### src/sv/mstp_pkg.sv
// Shared types and constants for the master/stack tile placer.
// Holds register indexes, sequencer states, divider handshake structs and helpers.
// No dependencies.
package mstp_pkg;

  localparam int MaxWindows = 64;
  localparam int CoordBits  = 16;
  localparam int IdxW       = $clog2(MaxWindows + 1);
  localparam int DivBits    = 32;
  localparam int DivCntW    = $clog2(DivBits + 1);

  localparam logic LayoutMonocle = 1'b1;

  localparam logic [13:0] AreaWidthRst      = 14'd1920;
  localparam logic [13:0] AreaHeightRst     = 14'd1080;
  localparam logic [7:0]  MasterCountRst    = 8'd1;
  localparam logic [15:0] MasterFractionRst = 16'd36045;

  typedef enum logic [3:0] {
    REG_AREA_WIDTH      = 4'd0,
    REG_AREA_HEIGHT     = 4'd1,
    REG_GAP_OUTER_HORIZ = 4'd2,
    REG_GAP_OUTER_VERT  = 4'd3,
    REG_GAP_INNER_HORIZ = 4'd4,
    REG_GAP_INNER_VERT  = 4'd5,
    REG_MASTER_COUNT    = 4'd6,
    REG_MASTER_FRACTION = 4'd7
  } cfg_reg_t;

  typedef enum logic [3:0] {
    ST_IDLE,
    ST_SETUP,
    ST_COLUMN,
    ST_GAPMUL,
    ST_NUM,
    ST_DIV,
    ST_BOUND1,
    ST_BOUND2,
    ST_BOUND3,
    ST_FINISH
  } state_t;

  typedef struct packed {
    logic start;
  } div_ctl_t;

  typedef struct packed {
    logic busy;
    logic done;
  } div_sts_t;

  // Cut to CoordBits, sign-extend from there, then cut to 16 bits.
  function automatic logic [15:0] coord_out(input logic [31:0] v);
    logic [31:0] ext;
    ext = 32'($signed(v[CoordBits-1:0]));
    return ext[15:0];
  endfunction

endpackage

### src/sv/master_stack_tile_placer_unit.sv
// Master/stack tile placer: top level with sequencer, config registers and output register.
// Depends on mstp_pkg and on mstp_div for the height division.
// A tile request's time from accept to result is dominated by the 32-step serial divider.
// A monocle request skips the divider; a zero-count request is dropped with no result.
// Requests are taken one at a time: win_stall holds until the result is loaded into the output register.
// Reset (synchronous, active high) loads register defaults and clears index and offsets.
module master_stack_tile_placer_unit
  import mstp_pkg::*;
(
  input  logic               clk,
  input  logic               rst,
  // request channel
  input  logic               win_valid,
  output logic               win_stall,
  input  logic               first_window,
  input  logic               layout_mode,
  input  logic [6:0]         window_count,
  input  logic [7:0]         border_width,
  input  logic               gaps_enabled,
  input  logic [6:0]         smart_gap_count,
  // result channel
  output logic               box_valid,
  input  logic               box_stall,
  output logic signed [15:0] box_x,
  output logic signed [15:0] box_y,
  output logic signed [15:0] box_width,
  output logic signed [15:0] box_height,
  // configuration write channel
  input  logic               cfg_valid,
  output logic               cfg_ready,
  input  logic [3:0]         cfg_index,
  input  logic [15:0]        cfg_data
);

  // ---------------------------------------------------------------------------
  // Configuration registers. Writes are always taken; unknown indexes drop.
  // ---------------------------------------------------------------------------
  logic [13:0] area_width;
  logic [13:0] area_height;
  logic [7:0]  gap_outer_horiz;
  logic [7:0]  gap_outer_vert;
  logic [7:0]  gap_inner_horiz;
  logic [7:0]  gap_inner_vert;
  logic [7:0]  master_count;
  logic [15:0] master_fraction;

  assign cfg_ready = 1'b1;

  always_ff @(posedge clk) begin
    if (rst) begin
      area_width      <= AreaWidthRst;
      area_height     <= AreaHeightRst;
      gap_outer_horiz <= '0;
      gap_outer_vert  <= '0;
      gap_inner_horiz <= '0;
      gap_inner_vert  <= '0;
      master_count    <= MasterCountRst;
      master_fraction <= MasterFractionRst;
    end else if (cfg_valid && cfg_ready) begin
      unique case (cfg_reg_t'(cfg_index))
        REG_AREA_WIDTH:      area_width      <= cfg_data[13:0];
        REG_AREA_HEIGHT:     area_height     <= cfg_data[13:0];
        REG_GAP_OUTER_HORIZ: gap_outer_horiz <= cfg_data[7:0];
        REG_GAP_OUTER_VERT:  gap_outer_vert  <= cfg_data[7:0];
        REG_GAP_INNER_HORIZ: gap_inner_horiz <= cfg_data[7:0];
        REG_GAP_INNER_VERT:  gap_inner_vert  <= cfg_data[7:0];
        REG_MASTER_COUNT:    master_count    <= cfg_data[7:0];
        REG_MASTER_FRACTION: master_fraction <= cfg_data[15:0];
        default: ;
      endcase
    end
  end

  // ---------------------------------------------------------------------------
  // Request capture. The count is clipped to MaxWindows; smart gaps compare
  // against the clipped count.
  // ---------------------------------------------------------------------------
  state_t      state;
  state_t      state_next;
  logic        win_accept;
  logic [6:0]  n_clip;
  logic        e_in;

  assign win_accept = win_valid && !win_stall;
  assign n_clip     = (32'(window_count) > MaxWindows) ? 7'(MaxWindows) : window_count;
  assign e_in       = gaps_enabled && (smart_gap_count != n_clip);

  logic       first_q;
  logic       kind_q;
  logic [6:0] n_q;
  logic [7:0] bw_q;
  logic       e_q;

  always_ff @(posedge clk) begin
    if (win_accept) begin
      first_q <= first_window;
      kind_q  <= layout_mode;
      n_q     <= n_clip;
      bw_q    <= border_width;
      e_q     <= e_in;
    end
  end

  // gaps after the enable
  logic [7:0] goh_e;
  logic [7:0] gov_e;
  logic [7:0] gih_e;
  logic [7:0] giv_e;

  assign goh_e = e_q ? gap_outer_horiz : 8'd0;
  assign gov_e = e_q ? gap_outer_vert  : 8'd0;
  assign gih_e = e_q ? gap_inner_horiz : 8'd0;
  assign giv_e = e_q ? gap_inner_vert  : 8'd0;

  // ---------------------------------------------------------------------------
  // Pass state and working registers
  // ---------------------------------------------------------------------------
  logic [IdxW-1:0] window_index;
  logic [31:0]     master_y_offset;
  logic [31:0]     stack_y_offset;

  logic [30:0] prod;       // (W + inner vertical gap) * fraction
  logic        is_master;
  logic [31:0] r;          // windows left in the column, wraps
  logic [31:0] mw;         // master column width
  logic [31:0] gmul;       // inner gap times (r - 1)
  logic [31:0] base;       // H - y - outer gap
  logic [31:0] x;
  logic [31:0] y;
  logic [31:0] w;
  logic [31:0] h;

  // column choice and remaining count
  logic        master_c;
  logic [7:0]  min_nm;
  logic [31:0] r_c;
  logic [31:0] mw_c;
  logic [31:0] mw_frac;

  assign master_c = 32'(window_index) < 32'(master_count);
  assign min_nm   = (8'(n_q) < master_count) ? 8'(n_q) : master_count;
  assign r_c      = master_c ? (32'(min_nm) - 32'(window_index))
                             : (32'(n_q) - 32'(window_index));
  assign mw_frac  = (32'(prod) + 32'd32768) >> 16;

  always_comb begin
    if (8'(n_q) > master_count) begin
      mw_c = (master_count != 8'd0) ? mw_frac : 32'd0;
    end else begin
      mw_c = 32'(area_width) - (32'(gov_e) << 1) + 32'(giv_e);
    end
  end

  // gap multiply: narrow gap by the 32-bit remaining count minus one
  logic [31:0] rm1;
  logic [39:0] gmul_full;

  assign rm1       = r - 32'd1;
  assign gmul_full = 40'(gih_e) * 40'(rm1);

  // numerator and divider hookup
  logic [31:0] num;
  div_ctl_t    div_ctl;
  div_sts_t    div_sts;
  logic [31:0] div_quo;

  assign num = base - gmul;

  mstp_div u_div (
    .clk      (clk),
    .rst      (rst),
    .ctl      (div_ctl),
    .dividend (num),
    .divisor  (r),
    .sts      (div_sts),
    .quotient (div_quo)
  );

  // bounds helpers
  logic [31:0] least;
  logic [31:0] xw_sum;
  logic [31:0] yh_sum;

  assign least  = 32'd1 + (32'(bw_q) << 1);
  assign xw_sum = x + w;
  assign yh_sum = y + h;

  logic box_free;
  assign box_free = !box_valid || !box_stall;

  // ---------------------------------------------------------------------------
  // Sequencer: next state
  // ---------------------------------------------------------------------------
  always_comb begin
    state_next = state;
    unique case (state)
      ST_IDLE:   if (win_accept && (n_clip != 7'd0)) state_next = ST_SETUP;
      ST_SETUP:  state_next = (kind_q == LayoutMonocle) ? ST_BOUND1 : ST_COLUMN;
      ST_COLUMN: state_next = ST_GAPMUL;
      ST_GAPMUL: state_next = ST_NUM;
      ST_NUM:    state_next = (r != 32'd0) ? ST_DIV : ST_BOUND1;
      ST_DIV:    if (div_sts.done) state_next = ST_BOUND1;
      ST_BOUND1: state_next = ST_BOUND2;
      ST_BOUND2: state_next = ST_BOUND3;
      ST_BOUND3: state_next = ST_FINISH;
      ST_FINISH: if (box_free) state_next = ST_IDLE;
      default:   state_next = ST_IDLE;
    endcase
  end

  // ---------------------------------------------------------------------------
  // Sequencer: outputs
  // ---------------------------------------------------------------------------
  always_comb begin
    win_stall     = (state != ST_IDLE);
    div_ctl.start = (state == ST_NUM) && (r != 32'd0);
  end

  always_ff @(posedge clk) begin
    if (rst) begin
      state <= ST_IDLE;
    end else begin
      state <= state_next;
    end
  end

  // ---------------------------------------------------------------------------
  // Pass state: restart on a first window, advance the column offset (tile mode only)
  // and the index once the box is final.
  // ---------------------------------------------------------------------------
  always_ff @(posedge clk) begin
    if (rst) begin
      window_index    <= '0;
      master_y_offset <= '0;
      stack_y_offset  <= '0;
    end else begin
      if (state == ST_SETUP && first_q) begin
        window_index    <= '0;
        master_y_offset <= 32'(goh_e);
        stack_y_offset  <= 32'(goh_e);
      end
      if (state == ST_BOUND3) begin
        if (kind_q != LayoutMonocle) begin
          if (is_master) begin
            master_y_offset <= master_y_offset + h + 32'(gih_e);
          end else begin
            stack_y_offset <= stack_y_offset + h + 32'(gih_e);
          end
        end
        // hold at MaxWindows once the pass runs past its count
        if (32'(window_index) < MaxWindows) begin
          window_index <= window_index + 1'b1;
        end
      end
    end
  end

  // ---------------------------------------------------------------------------
  // Datapath: one step per state
  // ---------------------------------------------------------------------------
  always_ff @(posedge clk) begin
    unique case (state)
      ST_SETUP: begin
        prod <= (31'(area_width) + 31'(giv_e)) * 31'(master_fraction);
        x    <= '0;
        y    <= '0;
        w    <= 32'(area_width);
        h    <= 32'(area_height);
      end
      ST_COLUMN: begin
        is_master <= master_c;
        r         <= r_c;
        mw        <= mw_c;
        y         <= master_c ? master_y_offset : stack_y_offset;
      end
      ST_GAPMUL: begin
        gmul <= gmul_full[31:0];
        base <= 32'(area_height) - y - 32'(goh_e);
        if (is_master) begin
          x <= 32'(gov_e);
          w <= mw - 32'(giv_e);
        end else begin
          x <= mw + 32'(gov_e);
          w <= 32'(area_width) - mw - (32'(gov_e) << 1);
        end
      end
      ST_NUM: begin
        // a zero count sets the height to zero
        if (r == 32'd0) h <= '0;
      end
      ST_DIV: begin
        if (div_sts.done) h <= div_quo;
      end
      ST_BOUND1: begin
        if ($signed(w) < $signed(least)) w <= least;
        if ($signed(h) < $signed(least)) h <= least;
      end
      ST_BOUND2: begin
        if ($signed(x) >= $signed(32'(area_width)))  x <= 32'(area_width) - w;
        if ($signed(y) >= $signed(32'(area_height))) y <= 32'(area_height) - h;
      end
      ST_BOUND3: begin
        if ($signed(xw_sum) <= 0) x <= '0;
        if ($signed(yh_sum) <= 0) y <= '0;
      end
      default: ;
    endcase
  end

  // ---------------------------------------------------------------------------
  // Output register: load when free, drop the valid once taken
  // ---------------------------------------------------------------------------
  logic box_load;
  assign box_load = (state == ST_FINISH) && box_free;

  always_ff @(posedge clk) begin
    if (rst) begin
      box_valid <= 1'b0;
    end else if (box_load) begin
      box_valid <= 1'b1;
    end else if (!box_stall) begin
      box_valid <= 1'b0;
    end
  end

  always_ff @(posedge clk) begin
    if (box_load) begin
      box_x      <= coord_out(x);
      box_y      <= coord_out(y);
      box_width  <= coord_out(w);
      box_height <= coord_out(h);
    end
  end

`ifndef ASSERT_OFF
  a_index_bound: assert property (@(posedge clk) disable iff (rst)
    32'(window_index) <= MaxWindows)
    else $error("window index past its limit");

  a_zero_count: assert property (@(posedge clk) disable iff (rst)
    (win_accept && window_count == 7'd0) |=> (state == ST_IDLE) && $stable(window_index))
    else $error("zero-count request changed state");

  a_result_src: assert property (@(posedge clk) disable iff (rst)
    $rose(box_valid) |-> $past(state) == ST_FINISH)
    else $error("result raised outside finish step");

  a_div_done: assert property (@(posedge clk) disable iff (rst)
    div_sts.done |-> state == ST_DIV)
    else $error("divider finished while not awaited");

  a_div_live: assert property (@(posedge clk) disable iff (rst)
    (state == ST_DIV) |-> (div_sts.busy || div_sts.done))
    else $error("waiting on an idle divider");
`endif

endmodule

### src/sv/mstp_div.sv
// Iterative unsigned divider for the tile placer, one quotient bit per cycle.
// Depends on mstp_pkg for widths and the handshake structs.
module mstp_div
  import mstp_pkg::*;
(
  input  logic               clk,
  input  logic               rst,
  input  div_ctl_t           ctl,
  input  logic [DivBits-1:0] dividend,
  input  logic [DivBits-1:0] divisor,
  output div_sts_t           sts,
  output logic [DivBits-1:0] quotient
);

  logic [DivBits-1:0] rem;
  logic [DivBits-1:0] quo;
  logic [DivBits-1:0] dvs;
  logic [DivCntW-1:0] cnt;
  logic               busy;
  logic               done;
  logic [DivBits:0]   shifted;
  logic [DivBits:0]   diff;

  assign shifted = {rem, quo[DivBits-1]};
  assign diff    = shifted - {1'b0, dvs};

  always_ff @(posedge clk) begin
    if (rst) begin
      busy <= 1'b0;
      done <= 1'b0;
      cnt  <= '0;
    end else begin
      done <= 1'b0;
      if (ctl.start) begin
        busy <= 1'b1;
        cnt  <= DivCntW'(DivBits);
      end else if (busy) begin
        cnt <= cnt - 1'b1;
        if (cnt == DivCntW'(1)) begin
          busy <= 1'b0;
          done <= 1'b1;
        end
      end
    end
  end

  always_ff @(posedge clk) begin
    if (ctl.start) begin
      rem <= '0;
      quo <= dividend;
      dvs <= divisor;
    end else if (busy) begin
      // take the trial subtract when it does not borrow
      if (!diff[DivBits]) begin
        rem <= diff[DivBits-1:0];
        quo <= {quo[DivBits-2:0], 1'b1};
      end else begin
        rem <= shifted[DivBits-1:0];
        quo <= {quo[DivBits-2:0], 1'b0};
      end
    end
  end

  assign sts.busy = busy;
  assign sts.done = done;
  assign quotient = quo;

endmodule
### config.mk
export PLATFORM = sky130hd
export DESIGN_NAME = master_stack_tile_placer_unit
export DESIGN_NICKNAME = d
export VERILOG_FILES = /design/src/sv/mstp_pkg.sv /design/src/sv/master_stack_tile_placer_unit.sv /design/src/sv/mstp_div.sv
export SDC_FILE = /design/constraint.sdc
export NUM_CORES = 2
export LEC_CHECK = 0
export BUFFER_PORTS_ARGS = -buffer_cell sky130_fd_sc_hd__clkbuf_2
export CAP_MARGIN = 20
export CORE_MARGIN = 2
export CORE_UTILIZATION = 60
export CTS_CLUSTER_DIAMETER = 50
export CTS_CLUSTER_SIZE = 8
export DETAILED_ROUTE_END_ITERATION = 6
export PLACE_DENSITY = 0.79
export SYNTH_ARGS = -nofsm -noshare
export SYNTH_HDL_FRONTEND = slang
export SYNTH_HIERARCHICAL = 1
export SYNTH_SLANG_ARGS = --single-unit
### constraint.sdc
create_clock -name clk -period 12.8 [get_ports clk]
set_clock_uncertainty 0.2 [all_clocks]
set_input_delay 0 -clock clk [delete_from_list [all_inputs] [get_ports clk]]
set_output_delay 0 -clock clk [all_outputs]
set_load 0.05 [all_outputs]
; After elaboration in Yosys (flattened, before gate mapping)
; Cells that the tools add are included.
[word_totals]
register_bits = 634
[op_classes]
n_addsub = 26
n_eq_ne = 29
n_bitwise = 1
n_reduce_logical = 37
mul = 2
magnitude_cmp = 11
mux = 53
[op_table]
columns = cell, n
row1 = $mux W32, 24
row2 = $pmux W32 S4, 3
row3 = $add A32 B32 Y32, 4
row4 = $sub A14 B32 Y32, 4
row5 = $add A32 B8 Y32, 3
row6 = $pmux W32 S3, 1
row7 = $ge A32 B15 Y1, 2
row8 = $le A32 B1 Y1 const B, 2
row9 = $lt A32 B11 Y1, 2
row10 = $sub A32 B8 Y32, 2
row11 = $mux W8, 5
row12 = $pmux W4 S10, 1
row13 = $sub A33 B32 Y33, 1
row14 = $add A31 B16 Y32 const B, 1
row15 = $eq A4 B3 Y1 const B, 8
row16 = $logic_not A32 Y1, 1
row17 = $mul A8 B32 Y32, 1
row18 = $reduce_bool A32 Y1, 1
row19 = $sub A32 B1 Y32 const B, 1
row20 = $sub A32 B32 Y32, 1
row21 = $sub A32 B9 Y32, 1
row22 = $mul A15 B16 Y31, 1
row23 = $mux W7, 4
row24 = $reduce_and A2 Y1, 9
row25 = 39 further kinds, 76

; Depth between registers and ports, before layout
[depth]
depth_word = 6
depth_mapped = 38

; Cells and area by module
; The synthesis kept the hierarchy.
[by_module_without_submodules]
columns = module, area_each_um2, instances, cells_each
row1 = master_stack_tile_placer_unit, 50483.4, 1, 5623
row2 = mstp_div, 5960.7, 1, 553

; Worst setup path after synthesis
; No wires, ideal clock.
[synth_path]
path_type = flip-flop to flip-flop
from = reg e_q
to = reg prod[30], data pin
slack_ns = 3.091
stages_incl_launch_ff = 36
t_arrival_ns = 9.249
path_buffers = 3
cell_sequence = edfxtp_1 clkbuf_1 clkbuf_1 and2_1 ha_1 ha_1 a31o_2 a21o_1 maj3_1 maj3_1 o211a_1 o21ai_0 nor2b_1 xnor2_1 clkbuf_1 nand2_1 fa_1 fa_1 fa_1 inv_1 fa_1 fa_1 inv_1 fa_1 inv_1 ha_1 a21o_1 a21oi_1 o21ai_0 a2111oi_0 o21ai_0 o211ai_1 o21ai_0 a2111o_1 a31oi_1 xnor2_1
[synth_between]
elab_chain_cells = 3
[synth_rtl]
columns = item, line
row1 = "start, declared", master_stack_tile_placer_unit.sv:92  ; logic e_q;
row2 = "start signal, assigned", master_stack_tile_placer_unit.sv:100  ; e_q <= e_in;
row3 = $mux W8, master_stack_tile_placer_unit.sv:113  ; assign giv_e = e_q ? gap_inner_vert : 8'd0;
row4 = $add A14 B8 Y15, master_stack_tile_placer_unit.sv:264  ; prod <= (31'(area_width) + 31'(giv_e)) * 31'(master_fraction);
row5 = $mul A15 B16 Y31, master_stack_tile_placer_unit.sv:264
row6 = "end signal, assigned", master_stack_tile_placer_unit.sv:264
row7 = "end, declared", master_stack_tile_placer_unit.sv:122  ; logic [30:0] prod;
; No other way between the ends.
; A chain may end at the register's enable or synchronous reset.

; Worst setup path after layout
; Ends and elaborated chain as after synthesis.

==> impl_results.rst <==
.. list-table::
   :header-rows: 1

   * - Metric
     - Value
   * - Combinational share of power
     - 0.370
   * - Proportion of layout cells with a drive suffix above 1
     - 0.06527
   * - Number of fill cells
     - 7,404
   * - Largest vdd supply drop
     - 0.1180 mV
   * - Start of the worst register-to-register path
     - e_q$_DFFE_PP_
   * - Slowest CP cell
     - edfxtp_1
   * - Ratio of final minimum period to clock period
     - 0.8528
   * - Flop pwr share
     - 0.322
   * - Level count of the clock H-tree
     - 3
   * - Clk sink count
     - 581
   * - Chip Width
     - 310.7 um
   * - GRT met1 Usage
     - 0.4197
   * - Status
     - finished, final reports clean
   * - Routed wire length per instance
     - 20.89 um
   * - Most Crowded Layer GR
     - met2
   * - Wire length of the first global-routing pass
     - 253,300 um
   * - Die boundary height
     - 310.7 um
   * - Syn_nets
     - 7,185
   * - Grt met3 use
     - 0.04919
   * - Worst Setup Slack post-DPL
     - 2085 ps
   * - Hold path start
     - cfg_data[13]
   * - Final worst slack
     - 1884 ps
   * - Design area
     - 61,910 um2
   * - Mean instance size in the synthesized netlist
     - 9.140 um2
   * - Syn-to-layout area delta
     - 9.706%
   * - Number of nets in the layout
     - 7,317
   * - Switching portion of total power
     - 0.3666
   * - Total leakage power
     - 27.59 nW
   * - Tightest Pin Transition
     - 1124 ps
   * - Number of global-route vias before repair
     - 46,731
   * - Max-slew violations
     - 0
   * - Internal power summed over all cells
     - 4.986 mW
   * - Startpoint type of the worst setup path
     - flip-flop
   * - Summed negative setup slack over all endpoints
     - 0 ps
   * - Min Tclk post-route
     - 10,920 ps
   * - CTS tree
     - done
   * - Initial core utilization
     - 0.6047
   * - Clock power frac
     - 0.308
   * - Pre-antenna DRT Iters
     - 6
   * - Total length of routed wires
     - 159,400 um
   * - Row count
     - 112
   * - CORE AREA
     - 93,330 um2
   * - Inserted Clock Buffers
     - 93
   * - Critical Path Max Stage Delay
     - 940 ps
   * - Maxcap violations
     - 0
   * - Clk root buf
     - clkbuf_16
   * - Final setup violation count
     - 0
   * - Worst setup path category
     - flip-flop to flip-flop
   * - Skew-Pair Late Insertion Delay
     - 700 ps
   * - Via density per instance
     - 6.170
   * - Mapped Cells
     - 6,175
   * - Routed Antenna Nets
     - 0
   * - Arr. time, crit path
     - 11,160 ps
   * - Total congestion overflow after global routing
     - 0
   * - Netlist area before placement
     - 56,440 um2
   * - Resize count post-CTS
     - 0
   * - All-Layer GR Usage
     - 0.3265
   * - Clock transition at path regs
     - 50 ps
   * - Top-level port count
     - 117
   * - Cts hold-fix bufs
     - 68
   * - Drt first-iter violations
     - 4,521
   * - Element type at the critical path end
     - flip-flop
   * - Remaining DRCs
     - 0
   * - Largest net degree at the start of global routing
     - 77
   * - Critical path origin
     - e_q$_DFFE_PP_
   * - Area taken by multi-input logic gates
     - 37,340 um2
   * - Total net switching power
     - 2.886 mW
   * - Peak clock frequency supported by timing
     - 91.61 MHz
   * - Global routing usage on met2
     - 0.5353
   * - Largest fanout of any net on the critical path
     - 27
   * - Placer congestion estimate
     - 0.9546
   * - Power density relative to cell area
     - 127.2 nW/um2
   * - Dominant cell type by count on the critical path
     - fa_1
   * - Required arrival time at the worst endpoint
     - 13,050 ps
   * - Max Buffers Root-to-Sink
     - 3
   * - Worst-case headroom to the max-slew limit
     - 0.2491
   * - Seq. cell area
     - 15,450 um2
   * - Total setup buffers inserted after CTS
     - 0
   * - Placed cell area
     - 58,210 um2
   * - Most common cell after layout, fill and taps aside
     - inv_1
   * - Top library cells by usage in the layout, fill and taps aside
     - inv_1 (731), ha_1 (581), nand2_1 (549)
   * - Total of warnings raised by yosys
     - 6
   * - Total Die Area
     - 96,530 um2
   * - Power, Total
     - 7.873 mW
   * - Count of input and output buffers
     - 115
   * - Final hold violations
     - 0
   * - Initial antenna violation count
     - 5
   * - Path category of the worst min-delay check
     - input port to flip-flop
   * - Post-detailed-placement half-perimeter wirelength
     - 119,500 um
   * - Via count of the routed design
     - 47,070
   * - Setup repair after global routing missed its margin
     - false
==> power by group through the flow <==
stage	Sequential [mW]	Clock (mW)	Combinational, mW
6_report	2.53	2.42	2.92
5_1_grt	2.55	2.52	3.23
4_1_cts	2.53	2.44	2.88
3_5_place_dp	2.56	0	2.83
3_3_place_gp	2.55	0	2.76
2_1_floorplan	2.45	0	2.24
==> sequential cells by signal, summed over array words and instances (netlist names), 16 cells and up <==
name             count
base                32
w                   32
h                   32
stack_y_offset      32
master_y_offset     32
master_fraction     16
box_x               16
box_width           16
u_div/rem           32
y                   32
u_div/dvs           32
prod                16
box_y               16
u_div/quotient      32
mw                  17
x                   32
box_height          16
gmul                32
==> stage by stage <==
stage | util | hold slack (ps) | cells
6_report | 0.6634 | 51.81 | 7629
3_3_place_gp | 0.6237 | -6.067 | 7393
5_1_grt | 0.6634 | 32.29 | 7628
3_5_place_dp | 0.6237 | -14.53 | 7393
2_1_floorplan | - | -130.9 | 6175
4_1_cts | 0.6626 | 12.85 | 7623
==> path summary, 6_finish.rpt <==
| check | end | slack (ps) | cells past startpoint |
|---|---|---|---|
| min reg2reg | master_y_offset[24]$_SDFF_PP0_ | 280 | 2 |
| min | area_width[13]$_SDFFE_PP0P_ | 50 | 4 |
| max | prod[30]$_DFFE_PP_ | 1880 | 33 |
| max reg2reg | prod[30]$_DFFE_PP_ | 1880 | 33 |
==> per-layer routing <==
layer	routed length, um	up-vias
met3	12740	504
met1	63690	22793
met2	73730	2048
met5	12	-
li1	-	21723
met4	9192	2
==> critical path: cells and delay by family (launching register included) <==
family	cells	cell delay, ps
simple gates	3	730
fa+ha+maj	10	4410
xor+xnor	3	340
compound gates	13	3660
buf+inv	4	410
flops	1	940
==> cell type report <==
type,count,share of cell area
sequential,581,0.2495
antenna,1,0.00004042
multi-input combinational,4637,0.6031
clock buffer,140,0.04242
inverter,740,0.04486
timing repair buffer,254,0.02946
clock inverter,22,0.005274
tap,1254,0.02534
No activity file was read; power rests on OpenSTA's default activity.
